`src/rtl/core/cffs_pkg.sv`:
```
// Package for the coarse/fine focus search sequencer.
// Holds codes, phase and descriptor types, and reset values.
// No dependencies; compiled first.
`timescale 1ns / 1ps

package cffs_pkg;

   localparam int POS_WIDTH_DEFAULT   = 16;
   localparam int SCORE_WIDTH_DEFAULT = 64;
   localparam int COUNT_WIDTH         = 18;
   localparam int ACTION_WIDTH        = 3;
   localparam int CMD_WIDTH           = 2;
   localparam int CSR_INDEX_WIDTH     = 8;
   localparam int QUEUE_DEPTH         = 2;

   localparam int MIN_POS_RESET   = 0;
   localparam int MAX_POS_RESET   = 1023;
   localparam int START_POS_RESET = 0;
   localparam int STRIDE_RESET    = 16;

   localparam logic [CMD_WIDTH-1:0] CMD_START  = 2'd0;
   localparam logic [CMD_WIDTH-1:0] CMD_SAMPLE = 2'd1;
   localparam logic [CMD_WIDTH-1:0] CMD_PARK   = 2'd2;

   localparam logic [CSR_INDEX_WIDTH-1:0] CSR_MIN_POS   = 8'd0;
   localparam logic [CSR_INDEX_WIDTH-1:0] CSR_MAX_POS   = 8'd1;
   localparam logic [CSR_INDEX_WIDTH-1:0] CSR_START_POS = 8'd2;
   localparam logic [CSR_INDEX_WIDTH-1:0] CSR_STRIDE    = 8'd3;

   typedef enum logic [ACTION_WIDTH-1:0] {
      ACT_SAMPLE  = 3'd0,
      ACT_PARK    = 3'd1,
      ACT_RETURN  = 3'd2,
      ACT_DONE    = 3'd3,
      ACT_INVALID = 3'd4,
      ACT_FAILED  = 3'd5
   } action_type;

   typedef enum logic [1:0] {
      PH_IDLE   = 2'd0,
      PH_COARSE = 2'd1,
      PH_FINE   = 2'd2,
      PH_PARK   = 2'd3
   } phase_type;

   // single: one word; fail_pair: return word then failed word
   typedef enum logic {
      KIND_SINGLE    = 1'b0,
      KIND_FAIL_PAIR = 1'b1
   } desc_kind_type;

   typedef struct packed {
      logic push;
      logic full;
   } fq_wr_type;

   typedef struct packed {
      logic pop;
      logic empty;
   } fq_rd_type;

endpackage

```
`src/rtl/core/cffs_if.sv`:
```
// Channel interfaces for the focus search sequencer: request, response, csr write.
// Depends on cffs_pkg.
`timescale 1ns / 1ps

interface cffs_req_if #(
   parameter int SCORE_WIDTH = cffs_pkg::SCORE_WIDTH_DEFAULT
);
   logic                            valid;
   logic                            ready;
   logic [cffs_pkg::CMD_WIDTH-1:0]  cmd;
   logic                            report_ok;
   logic [SCORE_WIDTH-1:0]          score;

   modport source (output valid, cmd, report_ok, score, input ready);
   modport sink   (input valid, cmd, report_ok, score, output ready);
endinterface

interface cffs_rsp_if #(
   parameter int POS_WIDTH   = cffs_pkg::POS_WIDTH_DEFAULT,
   parameter int SCORE_WIDTH = cffs_pkg::SCORE_WIDTH_DEFAULT
);
   logic                              valid;
   logic                              ready;
   logic [cffs_pkg::ACTION_WIDTH-1:0] action;
   logic signed [POS_WIDTH-1:0]       position;
   logic [SCORE_WIDTH-1:0]            best_value;
   logic [cffs_pkg::COUNT_WIDTH-1:0]  sample_total;
   logic                              last;

   modport source (output valid, action, position, best_value, sample_total, last,
                   input ready);
   modport sink   (input valid, action, position, best_value, sample_total, last,
                   output ready);
endinterface

interface cffs_csr_if #(
   parameter int POS_WIDTH = cffs_pkg::POS_WIDTH_DEFAULT
);
   logic                                 valid;
   logic                                 ready;
   logic [cffs_pkg::CSR_INDEX_WIDTH-1:0] index;
   logic [POS_WIDTH:0]                   data;

   modport source (output valid, index, data, input ready);
   modport sink   (input valid, index, data, output ready);
endinterface

```
`src/rtl/core/cffs_front.sv`:
```
// Front end: accepts request words, holds settings and search state,
// and pushes one result descriptor per word that produces output.
// Depends on cffs_pkg and cffs_if.
`timescale 1ns / 1ps

module cffs_front #(
   parameter int POS_WIDTH   = cffs_pkg::POS_WIDTH_DEFAULT,
   parameter int SCORE_WIDTH = cffs_pkg::SCORE_WIDTH_DEFAULT,
   parameter int DESC_WIDTH  = 1 + cffs_pkg::ACTION_WIDTH + POS_WIDTH + SCORE_WIDTH
                               + cffs_pkg::COUNT_WIDTH
) (
   input  logic                 clock,
   input  logic                 reset,
   cffs_req_if.sink             req_ch,
   cffs_csr_if.sink             csr_ch,
   output cffs_pkg::fq_wr_type  wr_ctl,
   input  logic                 q_full,
   output logic [DESC_WIDTH-1:0] desc
);
   import cffs_pkg::*;

   localparam int EW = POS_WIDTH + 3;   // room for +/- stride and span

   // settings
   logic signed [POS_WIDTH-1:0] min_ff, max_ff, start_ff;
   logic [POS_WIDTH:0]          stride_ff;

   // search state
   phase_type                   phase_ff, phase_in;
   logic signed [POS_WIDTH-1:0] scan_ff, scan_in;
   logic [SCORE_WIDTH-1:0]      top_score_ff, top_score_in;
   logic signed [POS_WIDTH-1:0] top_pos_ff, top_pos_in;
   logic                        top_valid_ff, top_valid_in;
   logic [COUNT_WIDTH-1:0]      count_ff, count_in;
   logic signed [POS_WIDTH-1:0] fine_end_ff, fine_end_in;

   logic accept;
   logic is_start, is_sample, is_park, ok;
   logic signed [EW-1:0] min_e, max_e, start_e, stride_e, span_e, scan_e, top_e;
   logic signed [EW-1:0] fine_end_e, ntop_e, lo_e, hi_e, lo_c, hi_c, rem_e, step_e;
   logic signed [EW-1:0] d_scan, d_top;
   logic [EW-1:0]        a_scan, a_top;
   logic cfg_bad, win, coarse_end, fine_empty, fine_done, step_clamp;
   logic signed [POS_WIDTH-1:0] ntop_pos;

   logic                        push;
   desc_kind_type               d_kind;
   action_type                  d_act;
   logic signed [POS_WIDTH-1:0] d_pos;
   logic [SCORE_WIDTH-1:0]      d_best;
   logic [COUNT_WIDTH-1:0]      d_cnt;

   assign req_ch.ready = !q_full;
   assign csr_ch.ready = 1'b1;
   assign accept       = req_ch.valid && !q_full;
   assign ok           = req_ch.report_ok;

   assign is_start  = req_ch.cmd == CMD_START;
   assign is_sample = (req_ch.cmd == CMD_SAMPLE) && (phase_ff == PH_COARSE ||
                                                      phase_ff == PH_FINE);
   assign is_park   = (req_ch.cmd == CMD_PARK) && (phase_ff == PH_PARK);

   assign min_e      = {{3{min_ff[POS_WIDTH-1]}}, min_ff};
   assign max_e      = {{3{max_ff[POS_WIDTH-1]}}, max_ff};
   assign start_e    = {{3{start_ff[POS_WIDTH-1]}}, start_ff};
   assign scan_e     = {{3{scan_ff[POS_WIDTH-1]}}, scan_ff};
   assign top_e      = {{3{top_pos_ff[POS_WIDTH-1]}}, top_pos_ff};
   assign fine_end_e = {{3{fine_end_ff[POS_WIDTH-1]}}, fine_end_ff};
   assign stride_e   = {2'b00, stride_ff};
   assign span_e     = max_e - min_e + EW'(1);

   assign cfg_bad = (min_e > max_e) || (start_e < min_e) || (start_e > max_e) ||
                    (stride_e == '0) || (stride_e > span_e);

   // tie-break: distance to start
   assign d_scan = scan_e - start_e;
   assign d_top  = top_e - start_e;
   assign a_scan = (d_scan < 0) ? EW'(-d_scan) : EW'(d_scan);
   assign a_top  = (d_top < 0) ? EW'(-d_top) : EW'(d_top);

   assign win = !top_valid_ff || (req_ch.score > top_score_ff) ||
                ((req_ch.score == top_score_ff) && (a_scan < a_top));

   assign ntop_pos = win ? scan_ff : top_pos_ff;
   assign ntop_e   = {{3{ntop_pos[POS_WIDTH-1]}}, ntop_pos};

   // fine window around the coarse best, clamped to the range
   assign lo_e       = ntop_e - stride_e;
   assign hi_e       = ntop_e + stride_e;
   assign lo_c       = (lo_e < min_e) ? min_e : lo_e;
   assign hi_c       = (hi_e > max_e) ? max_e : hi_e;
   assign fine_empty = lo_c > hi_c;

   assign coarse_end = (phase_ff == PH_COARSE) && (scan_ff == max_ff);
   assign fine_done  = (phase_ff == PH_FINE) && (scan_e >= fine_end_e);
   assign rem_e      = max_e - scan_e;
   assign step_clamp = rem_e <= stride_e;
   assign step_e     = scan_e + stride_e;

   // next phase
   always_comb begin
      phase_in = phase_ff;
      if (accept) begin
         priority if (is_start) begin
            phase_in = cfg_bad ? PH_IDLE : PH_COARSE;
         end else if (is_sample) begin
            priority if (!ok)       phase_in = PH_IDLE;
            else if (coarse_end)    phase_in = fine_empty ? PH_PARK : PH_FINE;
            else if (fine_done)     phase_in = PH_PARK;
            else                    phase_in = phase_ff;
         end else if (is_park) begin
            phase_in = PH_IDLE;
         end else begin
            phase_in = phase_ff;
         end
      end
   end

   // data path and descriptor
   always_comb begin
      scan_in      = scan_ff;
      top_score_in = top_score_ff;
      top_pos_in   = top_pos_ff;
      top_valid_in = top_valid_ff;
      count_in     = count_ff;
      fine_end_in  = fine_end_ff;
      push         = 1'b0;
      d_kind       = KIND_SINGLE;
      d_act        = ACT_SAMPLE;
      d_pos        = '0;
      d_best       = '0;
      d_cnt        = '0;
      if (accept) begin
         priority if (is_start) begin
            push = 1'b1;
            if (cfg_bad) begin
               d_act = ACT_INVALID;
            end else begin
               scan_in      = min_ff;
               top_score_in = '0;
               top_pos_in   = start_ff;
               top_valid_in = 1'b0;
               count_in     = '0;
               d_act        = ACT_SAMPLE;
               d_pos        = min_ff;
            end
         end else if (is_sample) begin
            push = 1'b1;
            if (!ok) begin
               d_kind = KIND_FAIL_PAIR;
               d_pos  = start_ff;
            end else begin
               count_in = count_ff + COUNT_WIDTH'(1);
               if (win) begin
                  top_score_in = req_ch.score;
                  top_pos_in   = scan_ff;
                  top_valid_in = 1'b1;
               end
               priority if (coarse_end) begin
                  top_valid_in = 1'b0;
                  if (fine_empty) begin
                     d_act = ACT_PARK;
                     d_pos = ntop_pos;
                  end else begin
                     scan_in     = lo_c[POS_WIDTH-1:0];
                     fine_end_in = hi_c[POS_WIDTH-1:0];
                     d_pos       = lo_c[POS_WIDTH-1:0];
                  end
               end else if (phase_ff == PH_COARSE) begin
                  scan_in = step_clamp ? max_ff : step_e[POS_WIDTH-1:0];
                  d_pos   = step_clamp ? max_ff : step_e[POS_WIDTH-1:0];
               end else if (fine_done) begin
                  d_act = ACT_PARK;
                  d_pos = ntop_pos;
               end else begin
                  scan_in = scan_ff + POS_WIDTH'(1);
                  d_pos   = scan_ff + POS_WIDTH'(1);
               end
            end
         end else if (is_park) begin
            push = 1'b1;
            if (!ok) begin
               d_kind = KIND_FAIL_PAIR;
               d_pos  = start_ff;
            end else begin
               d_act  = ACT_DONE;
               d_pos  = top_pos_ff;
               d_best = top_score_ff;
               d_cnt  = count_ff;
            end
         end else begin
            push = 1'b0;
         end
      end
   end

   assign wr_ctl.push = push;
   assign wr_ctl.full = q_full;
   assign desc        = {d_kind, d_act, d_pos, d_best, d_cnt};

   always_ff @(posedge clock) begin
      if (reset) begin
         min_ff       <= POS_WIDTH'(MIN_POS_RESET);
         max_ff       <= POS_WIDTH'(MAX_POS_RESET);
         start_ff     <= POS_WIDTH'(START_POS_RESET);
         stride_ff    <= (POS_WIDTH + 1)'(STRIDE_RESET);
         phase_ff     <= PH_IDLE;
         scan_ff      <= '0;
         top_score_ff <= '0;
         top_pos_ff   <= '0;
         top_valid_ff <= 1'b0;
         count_ff     <= '0;
         fine_end_ff  <= '0;
      end else begin
         phase_ff     <= phase_in;
         scan_ff      <= scan_in;
         top_score_ff <= top_score_in;
         top_pos_ff   <= top_pos_in;
         top_valid_ff <= top_valid_in;
         count_ff     <= count_in;
         fine_end_ff  <= fine_end_in;
         if (csr_ch.valid) begin
            unique case (csr_ch.index)
               CSR_MIN_POS:   min_ff    <= csr_ch.data[POS_WIDTH-1:0];
               CSR_MAX_POS:   max_ff    <= csr_ch.data[POS_WIDTH-1:0];
               CSR_START_POS: start_ff  <= csr_ch.data[POS_WIDTH-1:0];
               CSR_STRIDE:    stride_ff <= csr_ch.data;
               default:       ;
            endcase
         end
      end
   end

endmodule

```
`src/rtl/core/cffs_queue.sv`:
```
// Short descriptor queue between front and back ends.
// Depends on cffs_pkg.
`timescale 1ns / 1ps

module cffs_queue #(
   parameter int DATA_WIDTH = 8
) (
   input  logic                  clock,
   input  logic                  reset,
   input  cffs_pkg::fq_wr_type   wr_ctl,
   input  logic [DATA_WIDTH-1:0] wr_data,
   output logic                  full,
   input  logic                  pop,
   output cffs_pkg::fq_rd_type   rd_ctl,
   output logic [DATA_WIDTH-1:0] rd_data
);
   import cffs_pkg::*;

   localparam int PW = (QUEUE_DEPTH > 1) ? $clog2(QUEUE_DEPTH) : 1;
   localparam int CW = $clog2(QUEUE_DEPTH + 1);

   logic [DATA_WIDTH-1:0] mem_ff [QUEUE_DEPTH];
   logic [PW-1:0]         wr_ptr_ff, wr_ptr_in, rd_ptr_ff, rd_ptr_in;
   logic [CW-1:0]         cnt_ff, cnt_in;
   logic                  do_push, do_pop, empty;

   assign full    = cnt_ff == CW'(QUEUE_DEPTH);
   assign empty   = cnt_ff == '0;
   assign do_push = wr_ctl.push && !full;
   assign do_pop  = pop && !empty;
   assign rd_data = mem_ff[rd_ptr_ff];

   assign rd_ctl.pop   = do_pop;
   assign rd_ctl.empty = empty;

   always_comb begin
      wr_ptr_in = wr_ptr_ff;
      rd_ptr_in = rd_ptr_ff;
      if (do_push) begin
         wr_ptr_in = (wr_ptr_ff == PW'(QUEUE_DEPTH - 1)) ? '0 : wr_ptr_ff + PW'(1);
      end
      if (do_pop) begin
         rd_ptr_in = (rd_ptr_ff == PW'(QUEUE_DEPTH - 1)) ? '0 : rd_ptr_ff + PW'(1);
      end
      cnt_in = cnt_ff + CW'(do_push) - CW'(do_pop);
   end

   always_ff @(posedge clock) begin
      if (do_push) begin
         mem_ff[wr_ptr_ff] <= wr_data;
      end
   end

   always_ff @(posedge clock) begin
      if (reset) begin
         wr_ptr_ff <= '0;
         rd_ptr_ff <= '0;
         cnt_ff    <= '0;
      end else begin
         wr_ptr_ff <= wr_ptr_in;
         rd_ptr_ff <= rd_ptr_in;
         cnt_ff    <= cnt_in;
      end
   end

endmodule

```
`src/rtl/core/cffs_back.sv`:
```
// Back end: expands queued descriptors into response words.
// A failure descriptor becomes a return word followed by a failed word.
// Depends on cffs_pkg and cffs_if.
`timescale 1ns / 1ps

module cffs_back #(
   parameter int POS_WIDTH   = cffs_pkg::POS_WIDTH_DEFAULT,
   parameter int SCORE_WIDTH = cffs_pkg::SCORE_WIDTH_DEFAULT,
   parameter int DESC_WIDTH  = 1 + cffs_pkg::ACTION_WIDTH + POS_WIDTH + SCORE_WIDTH
                               + cffs_pkg::COUNT_WIDTH
) (
   input  logic                  clock,
   input  logic                  reset,
   input  cffs_pkg::fq_rd_type   rd_ctl,
   input  logic [DESC_WIDTH-1:0] desc,
   output logic                  pop,
   cffs_rsp_if.source            rsp_ch
);
   import cffs_pkg::*;

   logic                        h_kind;
   logic [ACTION_WIDTH-1:0]     h_act;
   logic signed [POS_WIDTH-1:0] h_pos;
   logic [SCORE_WIDTH-1:0]      h_best;
   logic [COUNT_WIDTH-1:0]      h_cnt;
   desc_kind_type               kind;
   logic                        second_ff, second_in;
   logic                        taken;

   assign {h_kind, h_act, h_pos, h_best, h_cnt} = desc;
   assign kind  = desc_kind_type'(h_kind);
   assign taken = rsp_ch.valid && rsp_ch.ready;

   always_comb begin
      rsp_ch.valid        = !rd_ctl.empty;
      rsp_ch.action       = h_act;
      rsp_ch.position     = h_pos;
      rsp_ch.best_value   = h_best;
      rsp_ch.sample_total = h_cnt;
      rsp_ch.last         = 1'b1;
      pop                 = taken;
      second_in           = second_ff;
      unique case (kind)
         KIND_SINGLE: begin
            second_in = 1'b0;
         end
         KIND_FAIL_PAIR: begin
            rsp_ch.best_value   = '0;
            rsp_ch.sample_total = '0;
            if (second_ff) begin
               rsp_ch.action   = ACT_FAILED;
               rsp_ch.position = '0;
               if (taken) second_in = 1'b0;
            end else begin
               rsp_ch.action = ACT_RETURN;
               rsp_ch.last   = 1'b0;
               pop           = 1'b0;
               if (taken) second_in = 1'b1;
            end
         end
         default: second_in = 1'b0;
      endcase
   end

   always_ff @(posedge clock) begin
      if (reset) begin
         second_ff <= 1'b0;
      end else begin
         second_ff <= second_in;
      end
   end

endmodule

```
`src/rtl/core/coarse_fine_focus_search.sv`:
```
// Top level of the coarse/fine lens focus search sequencer.
// Instantiates cffs_front, cffs_queue and cffs_back; depends on cffs_pkg, cffs_if.
//
// Usage:
//  - req_ch: request words (cmd start / sample report / park report, report_ok,
//    score). One word accepted per cycle while the descriptor queue has room.
//  - rsp_ch: response words (action, position, best_value, sample_total, last).
//    Start, sample and park words each give one response; a failed report gives
//    a return request (last=0) and then a failed word (last=1). Words that do not
//    fit the current phase give nothing.
//  - csr_ch: register writes (index 0 min, 1 max, 2 start, 3 stride), always
//    ready, applied the cycle after the handshake.
// Responses: each descriptor is registered in the queue, and rsp_ch offers it from there.
// Throughput: one request word per cycle while the queue has room, set by
//   the front end's state update (one 64-bit score compare plus position
//   arithmetic); a failure gives two response words from one descriptor.
// Stalls: when rsp_ch is held off, descriptors collect in the 2-entry queue and
//   req_ch.ready drops only once it is full.
// Reset: synchronous; settings return to min 0, max 1023, start 0, stride 16,
//   phase idle, queue empty.
`timescale 1ns / 1ps

module coarse_fine_focus_search #(
   parameter int POS_WIDTH   = cffs_pkg::POS_WIDTH_DEFAULT,
   parameter int SCORE_WIDTH = cffs_pkg::SCORE_WIDTH_DEFAULT
) (
   input  logic         clock,
   input  logic         reset,
   cffs_req_if.sink     req_ch,
   cffs_rsp_if.source   rsp_ch,
   cffs_csr_if.sink     csr_ch
);
   import cffs_pkg::*;

   // descriptor word: kind, action, position, score, count
   localparam int DESC_WIDTH = 1 + ACTION_WIDTH + POS_WIDTH + SCORE_WIDTH + COUNT_WIDTH;

   fq_wr_type               wr_ctl;
   fq_rd_type               rd_ctl;
   logic                    q_full;
   logic                    pop;
   logic [DESC_WIDTH-1:0]   wr_desc;
   logic [DESC_WIDTH-1:0]   rd_desc;

   // front: classify and update search state
   cffs_front #(
      .POS_WIDTH   (POS_WIDTH),
      .SCORE_WIDTH (SCORE_WIDTH),
      .DESC_WIDTH  (DESC_WIDTH)
   ) u_front (
      .clock  (clock),
      .reset  (reset),
      .req_ch (req_ch),
      .csr_ch (csr_ch),
      .wr_ctl (wr_ctl),
      .q_full (q_full),
      .desc   (wr_desc)
   );

   // queue decouples request acceptance from response stalls
   cffs_queue #(
      .DATA_WIDTH (DESC_WIDTH)
   ) u_queue (
      .clock   (clock),
      .reset   (reset),
      .wr_ctl  (wr_ctl),
      .wr_data (wr_desc),
      .full    (q_full),
      .pop     (pop),
      .rd_ctl  (rd_ctl),
      .rd_data (rd_desc)
   );

   // back: expand descriptors into response words
   cffs_back #(
      .POS_WIDTH   (POS_WIDTH),
      .SCORE_WIDTH (SCORE_WIDTH),
      .DESC_WIDTH  (DESC_WIDTH)
   ) u_back (
      .clock  (clock),
      .reset  (reset),
      .rd_ctl (rd_ctl),
      .desc   (rd_desc),
      .pop    (pop),
      .rsp_ch (rsp_ch)
   );

endmodule
```
`src/flat_wrapper.sv`:
```
// flat-port wrapper written by rule: the top's interface ports become plain ports
module coarse_fine_focus_search_flat import cffs_pkg::*;
#(
   parameter int POS_WIDTH   = cffs_pkg::POS_WIDTH_DEFAULT,
   parameter int SCORE_WIDTH = cffs_pkg::SCORE_WIDTH_DEFAULT
)
  (clock, reset, req_ch_valid, req_ch_cmd, req_ch_report_ok, req_ch_score, req_ch_ready, rsp_ch_valid, rsp_ch_action, rsp_ch_position, rsp_ch_best_value, rsp_ch_sample_total, rsp_ch_last, rsp_ch_ready, csr_ch_valid, csr_ch_index, csr_ch_data, csr_ch_ready);
  cffs_req_if #(.SCORE_WIDTH(SCORE_WIDTH)) req_ch_i ();
  cffs_rsp_if #(.POS_WIDTH(POS_WIDTH), .SCORE_WIDTH(SCORE_WIDTH)) rsp_ch_i ();
  cffs_csr_if #(.POS_WIDTH(POS_WIDTH)) csr_ch_i ();
  input  logic clock;
  input  logic reset;
  input wire logic [$bits(req_ch_i.valid)-1:0] req_ch_valid;
  input wire logic [$bits(req_ch_i.cmd)-1:0] req_ch_cmd;
  input wire logic [$bits(req_ch_i.report_ok)-1:0] req_ch_report_ok;
  input wire logic [$bits(req_ch_i.score)-1:0] req_ch_score;
  output wire logic [$bits(req_ch_i.ready)-1:0] req_ch_ready;
  output wire logic [$bits(rsp_ch_i.valid)-1:0] rsp_ch_valid;
  output wire logic [$bits(rsp_ch_i.action)-1:0] rsp_ch_action;
  output wire logic [$bits(rsp_ch_i.position)-1:0] rsp_ch_position;
  output wire logic [$bits(rsp_ch_i.best_value)-1:0] rsp_ch_best_value;
  output wire logic [$bits(rsp_ch_i.sample_total)-1:0] rsp_ch_sample_total;
  output wire logic [$bits(rsp_ch_i.last)-1:0] rsp_ch_last;
  input wire logic [$bits(rsp_ch_i.ready)-1:0] rsp_ch_ready;
  input wire logic [$bits(csr_ch_i.valid)-1:0] csr_ch_valid;
  input wire logic [$bits(csr_ch_i.index)-1:0] csr_ch_index;
  input wire logic [$bits(csr_ch_i.data)-1:0] csr_ch_data;
  output wire logic [$bits(csr_ch_i.ready)-1:0] csr_ch_ready;
  assign req_ch_i.valid = req_ch_valid;
  assign req_ch_i.cmd = req_ch_cmd;
  assign req_ch_i.report_ok = req_ch_report_ok;
  assign req_ch_i.score = req_ch_score;
  assign req_ch_ready = req_ch_i.ready;
  assign rsp_ch_valid = rsp_ch_i.valid;
  assign rsp_ch_action = rsp_ch_i.action;
  assign rsp_ch_position = rsp_ch_i.position;
  assign rsp_ch_best_value = rsp_ch_i.best_value;
  assign rsp_ch_sample_total = rsp_ch_i.sample_total;
  assign rsp_ch_last = rsp_ch_i.last;
  assign rsp_ch_i.ready = rsp_ch_ready;
  assign csr_ch_i.valid = csr_ch_valid;
  assign csr_ch_i.index = csr_ch_index;
  assign csr_ch_i.data = csr_ch_data;
  assign csr_ch_ready = csr_ch_i.ready;
  coarse_fine_focus_search #(.POS_WIDTH(POS_WIDTH), .SCORE_WIDTH(SCORE_WIDTH)) u_core (.clock(clock), .reset(reset), .req_ch(req_ch_i), .rsp_ch(rsp_ch_i), .csr_ch(csr_ch_i));
endmodule
```
`config.mk`:
```
export PLATFORM = sky130hd
export DESIGN_NAME = coarse_fine_focus_search_flat
export DESIGN_NICKNAME = d
export VERILOG_FILES = /design/src/rtl/core/cffs_pkg.sv /design/src/rtl/core/cffs_if.sv /design/src/rtl/core/cffs_front.sv /design/src/rtl/core/cffs_queue.sv /design/src/rtl/core/cffs_back.sv /design/src/rtl/core/coarse_fine_focus_search.sv /design/src/flat_wrapper.sv
export SDC_FILE = /design/constraint.sdc
export NUM_CORES = 1
export LEC_CHECK = 0
export ABC_AREA = 1
export ABC_CLOCK_PERIOD_IN_PS = 15500
export BUFFER_PORTS_ARGS = -buffer_cell sky130_fd_sc_hd__buf_2
export CORE_ASPECT_RATIO = 0.6
export CORE_MARGIN = 1.5
export CORE_UTILIZATION = 40
export DETAILED_ROUTE_END_ITERATION = 12
export GPL_TIMING_DRIVEN = 0
export PLACE_DENSITY_LB_ADDON = 0.12
export SLEW_MARGIN = 20
export SYNTH_ARGS = -nofsm -noshare
export SYNTH_HDL_FRONTEND = slang
export SYNTH_HIERARCHICAL = 1
export SYNTH_SLANG_ARGS = --single-unit
export TNS_END_PERCENT = 5
```
`constraint.sdc`:
```
create_clock -name clock -period 15.5 [get_ports clock]
set_clock_uncertainty 0.1 [all_clocks]
set_input_delay 1.55 -clock clock [delete_from_list [all_inputs] [get_ports clock]]
set_output_delay 1.55 -clock clock [all_outputs]
set_load 0.02 [all_outputs]
```
==> results of run 1 <==
[metal layers]
layer  vias up  track usage (%)  share of wire (%)
met4         5             4.05                1.2
met2      1379             37.7                 34
met3       107             13.1                 14
met5         -             1.05               0.12
met1     14400             51.8                 51
li1      14900                -                  -
[area by class of cell]
type	count	area share (%)
multi-input combinational	3096	52.5
buffer	167	2.48
tap	1066	3.67
antenna	2	0.0138
timing repair buffer	208	3.13
inverter	642	6.64
clock inverter	15	0.354
clock buffer	58	3.14
sequential	408	28.1
[path summary, 6_finish.rpt]
path / start / endpoint / slack [ns]
max: u_core/u_front/scan_ff[1] / u_core/u_queue/mem_ff[1][85] / 0.47
min: u_core/u_front/top_score_ff[54] / u_core/u_front/top_score_ff[54] / 0.36
max reg2reg: u_core/u_front/scan_ff[1] / u_core/u_queue/mem_ff[1][85] / 0.47
min reg2reg: u_core/u_front/top_score_ff[54] / u_core/u_front/top_score_ff[54] / 0.36
[worst max-delay path, delay by kind of cell (launching register included)]
kind,cells,cell delay (ns)
AO/OA/AOI/OAI,12,3.57
XOR/XNOR,2,0.41
adder cells (fa/ha/maj),5,1.82
buffers and inverters,14,3.11
flip-flops,1,1.01
AND/OR/NAND/NOR,36,4.62
[state kept, by name, indices dropped and copies added (netlist names), 2 cells and up, named ones only]
register and cells:
u_core/u_front/fine_end_ff 16, u_core/u_front/count_ff 18, u_core/u_front/stride_ff 17, u_core/u_queue/cnt_ff 2, u_core/u_front/scan_ff 16, u_core/u_queue/mem_ff 204, u_core/u_front/max_ff 16, u_core/u_front/top_score_ff 64
u_core/u_front/min_ff 16, u_core/u_front/top_pos_ff 16, u_core/u_front/phase_ff 2, u_core/u_front/start_ff 16
[report_power, final]
group	switching [mW]	leakage (nW)	internal (mW)
combinational	0.823	12.7	0.394
clock	0.436	0.619	0.547
sequential	0.0278	3.49	1.15
total	1.29	16.8	2.09
[through the flow]
stage                     cells  utilization [%]  instance area, µm²
after CTS                  5660             45.4               36400
after global placement     5579             43.7               35000
final                      5662             45.4               36400
after detailed placement   5587             43.8               35100
after floorplan            4313                -               32600
after global routing       5661             45.4               36400
==> flow_summary.yaml, run 1 <==
run_status:
  run_status: "completed"
worst_setup_path:
  cpPeakStageDelay_ns: 1.01
  cp_slowest_cell: "dfxtp_1"
  cpMostUsedCell: "nand2_1"
  setup.worst_path.end_class: "register"
  r2r_cells: 69
  worstPathRequired_ns: 15.65
  start_kind: "register"
  crit_type: "reg -> reg"
  arrival_ns: 15.18
  crit_fanout: 10
final_layout:
  final_cell_mix: "nand2_1 (758), inv_1 (634), nor2_1 (483)"
  num-fill-cells: 8267
  multi_input_area_mm2: 0.0191
  final_common_cell: "nand2_1"
  layout.area.seq_mm2: 0.0102
  layout.nets: 5042
  drive_above_1_share_pct: 11.1
  syn_to_final_growth_pct: 11.6
clock_tree:
  path_clk_slew_ns: 0.06
  clockBufferDepth: 3
  clock-sinks: 408
  cts_tree: "built"
  insertion_delay_ns: 0.57
  cts.repair.resized: 0
  ctsHoldBuffers: 0
  cts_max_level: 2
  clock-root-buffer: "clkbuf_16"
  postCtsSetupRepairBufs: 0
  cts_made_buffers: 41
floorplan:
  fp.dieH_um: 224
  initial_utilization_pct: 40.7
  die_area_mm2: 0.0833
  core_area_mm2: 0.0801
  io_pins: 202
  rows: 80
  die_w_um: 372
place:
  portBuffers: 200
  place.gp.congestion: 1.05
  dp_worst_setup_slack_ns: 1.35
  dp_hpwl_mm: 111
sta:
  worst_pin_slew_ns: 1.36
  worst_slack_ns: 0.469
  maxSlewViolCount: 0
  finalSetupViolCount: 0
  rsz0062_at_grt: "no"
  post-route-period-util_pct: 97.0
  hold_viol: 0
  fmax_ghz: 0.0665
  whs_ns: 0.361
  fin_crit_ns: 15.03
  tns_ns: 0
  relSlewSlack_pct: 8.55
min_path:
  hp-class: "reg -> reg"
  holdPathStages: 2
synth:
  yosys_warnings: 6
  syn_inst: 4310
  avgSynthCellArea_um2: 7.57
  syn_area_mm2: 0.0326
detailed_routing:
  via_per_inst: 5.44
  drcViolationCount: 0
  drt_iter0_markers: 3773
  route.antenna.remaining_nets: 0
  detail_route.first_pass.iterations: 7
  via_count: 30800
  wirelength_mm: 135
  wire_per_inst_um: 23.8
power:
  vdd_drop_max_uv: 65.7
  power_mw: 3.38
  powerDensity_mw_per_mm2: 92.8
  power_leakage_nw: 16.8
grt:
  grt_pass1_wl_mm: 193
  antenna_found_initial: 6
  grt_max_degree: 67
  grt_use_total_pct: 31.9
  overflow: 0
  grt_pass1_vias: 27800
flow_run:
  drv_cap: 0
(Power assumes the default switching activity.)
==> run 2: changes to the inputs <==
--- a/config.mk
+++ b/config.mk
@@ -5,7 +5,7 @@
 export SDC_FILE = /design/constraint.sdc
 export NUM_CORES = 1
 export LEC_CHECK = 0
-export ABC_AREA = 1
+export ABC_AREA = 0
 export ABC_CLOCK_PERIOD_IN_PS = 15500
 export BUFFER_PORTS_ARGS = -buffer_cell sky130_fd_sc_hd__buf_2
 export CORE_ASPECT_RATIO = 0.6
==> run 2 against run 1 <==
Effect of this change:
- total power fell by 0.71%
- sequential share of layout area increased by 1.4 points
- worst hold slack gained 0.0022 ns
- synthesized cell count is 21% lower
- critical path type unchanged
- combinational power is 11% lower
- largest cell class unchanged
- flip-flop and latch count unchanged
- critical path depth decreased by 14
- via count fell by 12%
- global-route usage shrank 2.8 points
- cell area shrank 4.6%
- routed wire length decreased by 12%
- final cell count decreased by 17%
==> flow_summary.yaml, run 2 <==
worst_setup_path:
  start_kind: "register"
  crit_fanout: 10
  cpPeakStageDelay_ns: 0.59
  cp_slowest_cell: "nor3_2"
  worstPathRequired_ns: 15.69
  setup.worst_path.end_class: "register"
  crit_type: "reg -> reg"
  arrival_ns: 15.43
place:
  dp_cells: 4605
  postPlaceCellArea_mm2: 0.0330
  place.gp.congestion: 1.14
  portBuffers: 199
  dp_worst_setup_slack_ns: -0.881
  dp_hpwl_mm: 94.9
clock_tree:
  clock-sinks: 408
  path_clk_slew_ns: 0.06
  cts_tree: "built"
  clock-root-buffer: "clkbuf_16"
  insertion_delay_ns: 0.62
  cts_max_level: 2
  ctsHoldBuffers: 0
  cts_made_buffers: 43
  clockBufferDepth: 3
floorplan:
  core_area_mm2: 0.0757
  initial_utilization_pct: 40.5
  die_w_um: 361
  rows: 78
  io_pins: 202
  die_area_mm2: 0.0784
  fp.dieH_um: 218
min_path:
  hp-class: "reg -> reg"
sta:
  fmax_ghz: 0.0656
  worst_pin_slew_ns: 1.12
  rsz0062_at_grt: "yes"
  worst_slack_ns: 0.259
  relSlewSlack_pct: 25.4
  fin_crit_ns: 15.24
  hold_viol: 0
  finalSetupViolCount: 0
  post-route-period-util_pct: 98.3
  whs_ns: 0.363
  maxSlewViolCount: 0
detailed_routing:
  drcViolationCount: 0
  via_per_inst: 5.76
  wire_per_inst_um: 25.1
  detail_route.first_pass.iterations: 6
  via_count: 27000
  route.antenna.remaining_nets: 0
  wirelength_mm: 118
  drt_iter0_markers: 3105
grt:
  grt_pass1_wl_mm: 168
  grt_pass1_vias: 24300
  antenna_found_initial: 8
  grt_max_degree: 53
  overflow: 0
  grt_use_total_pct: 29.1
final_layout:
  layout.nets: 4130
  top_regs: "u_core/u_queue/mem_ff x204, u_core/u_front/top_score_ff x64, u_core/u_front/count_ff x18"
  drive_above_1_share_pct: 15.3
  syn_to_final_growth_pct: 13.1
  final_area_mm2: 0.0347
  final_cell_mix: "ha_1 (373), a21oi_1 (293), nand2_1 (260)"
  largest_register_ffs: 204
  final_common_cell: "ha_1"
  top_register: "u_core/u_queue/mem_ff"
  final_cells: 4687
synth:
  syn_inst: 3399
  syn_area_mm2: 0.0307
  yosys_warnings: 6
  avgSynthCellArea_um2: 9.02
power:
  powerDensity_mw_per_mm2: 96.6
  vdd_drop_max_uv: 85.6
  power_mw: 3.35
  power_leakage_nw: 13.7
flow_run:
  drv_cap: 0
run_status:
  run_status: "completed"
==> run 2: cell types whose count changed in the layout (fill, tap and decap cells not counted), sizes merged, moves of 58 or more <==
cell / change
nand2: -506
inv: -402
xnor2: +67
nor2: -281
and2: +112
a21oi: -110
nor2b: +121
nand4: -71
o21ai: -126
nand3: -106
nand2b: +86
a21o: +58
==> run 2: layout make-up <==
type                            instances  area [µm²]
Antenna cell                            1        2.50
Buffer                                153         800
Clock buffer                           57        1180
Clock inverter                         22         254
Fill cell                            7511       41000
Inverter                              239         908
Multi-Input combinational cell       2602       19000
Sequential cell                       408       10200
Tap cell                             1000        1250
Timing Repair Buffer                  205        1110
==> run 2: layer usage <==
metal  part of all wire, %  routed length [µm]  up-vias  track usage (%)
li1                      -                   -    12700                -
met1                    52               60800    12900             48.0
met2                    33               39200     1367             33.5
met3                    14               16000      104             11.6
met4                   1.4                1600        4             4.66
met5                 0.054                  64        -                0
==> run 2: power by group <==
| group | switching, mW | internal [mW] |
|---|---|---|
| Combinational | 0.689 | 0.395 |
| Clock | 0.478 | 0.607 |
| Sequential | 0.0240 | 1.16 |
==> run 2: metrics by stage <==
stage / util [%] / setup TNS [ns]
finish: 45.8 / 0
global placement: 43.5 / -53.53
detailed placement: 43.6 / -17.76
global route: 45.8 / -0.514
floorplan: - / 0
CTS: 45.6 / 0
==> run 2: repair_timing <==
action | CTS | global route
resized for setup | 9 | 34
endpoints found under the setup margin | 63 | 67
endpoints found under the hold margin | 0 | 0
pin swaps | 0 | 4
setup buffers | 0 | 2
==> run 2: final timing paths <==
| path | start | endpoint | slack, ns | cells after the start |
|---|---|---|---|---|
| min reg2reg | u_core/u_front/fine_end_ff[15] | u_core/u_front/fine_end_ff[15] | 0.36 | 2 |
| max reg2reg | u_core/u_front/scan_ff[0] | u_core/u_queue/mem_ff[0][90] | 0.26 | 55 |
| min | u_core/u_front/fine_end_ff[15] | u_core/u_front/fine_end_ff[15] | 0.36 | 2 |
| max | u_core/u_front/scan_ff[0] | u_core/u_queue/mem_ff[0][90] | 0.26 | 55 |
==> run 2: worst max-delay path, delay by kind of cell, from the launching register on <==
kind,cells,cell delay (ns)
AO/OA/AOI/OAI,20,5.19
adder cells (fa/ha/maj),7,2.11
flip-flops,1,0.47
AND/OR/NAND/NOR,16,3.99
XOR/XNOR,2,0.63
buffers and inverters,9,2.16
multiplexers,1,0.23
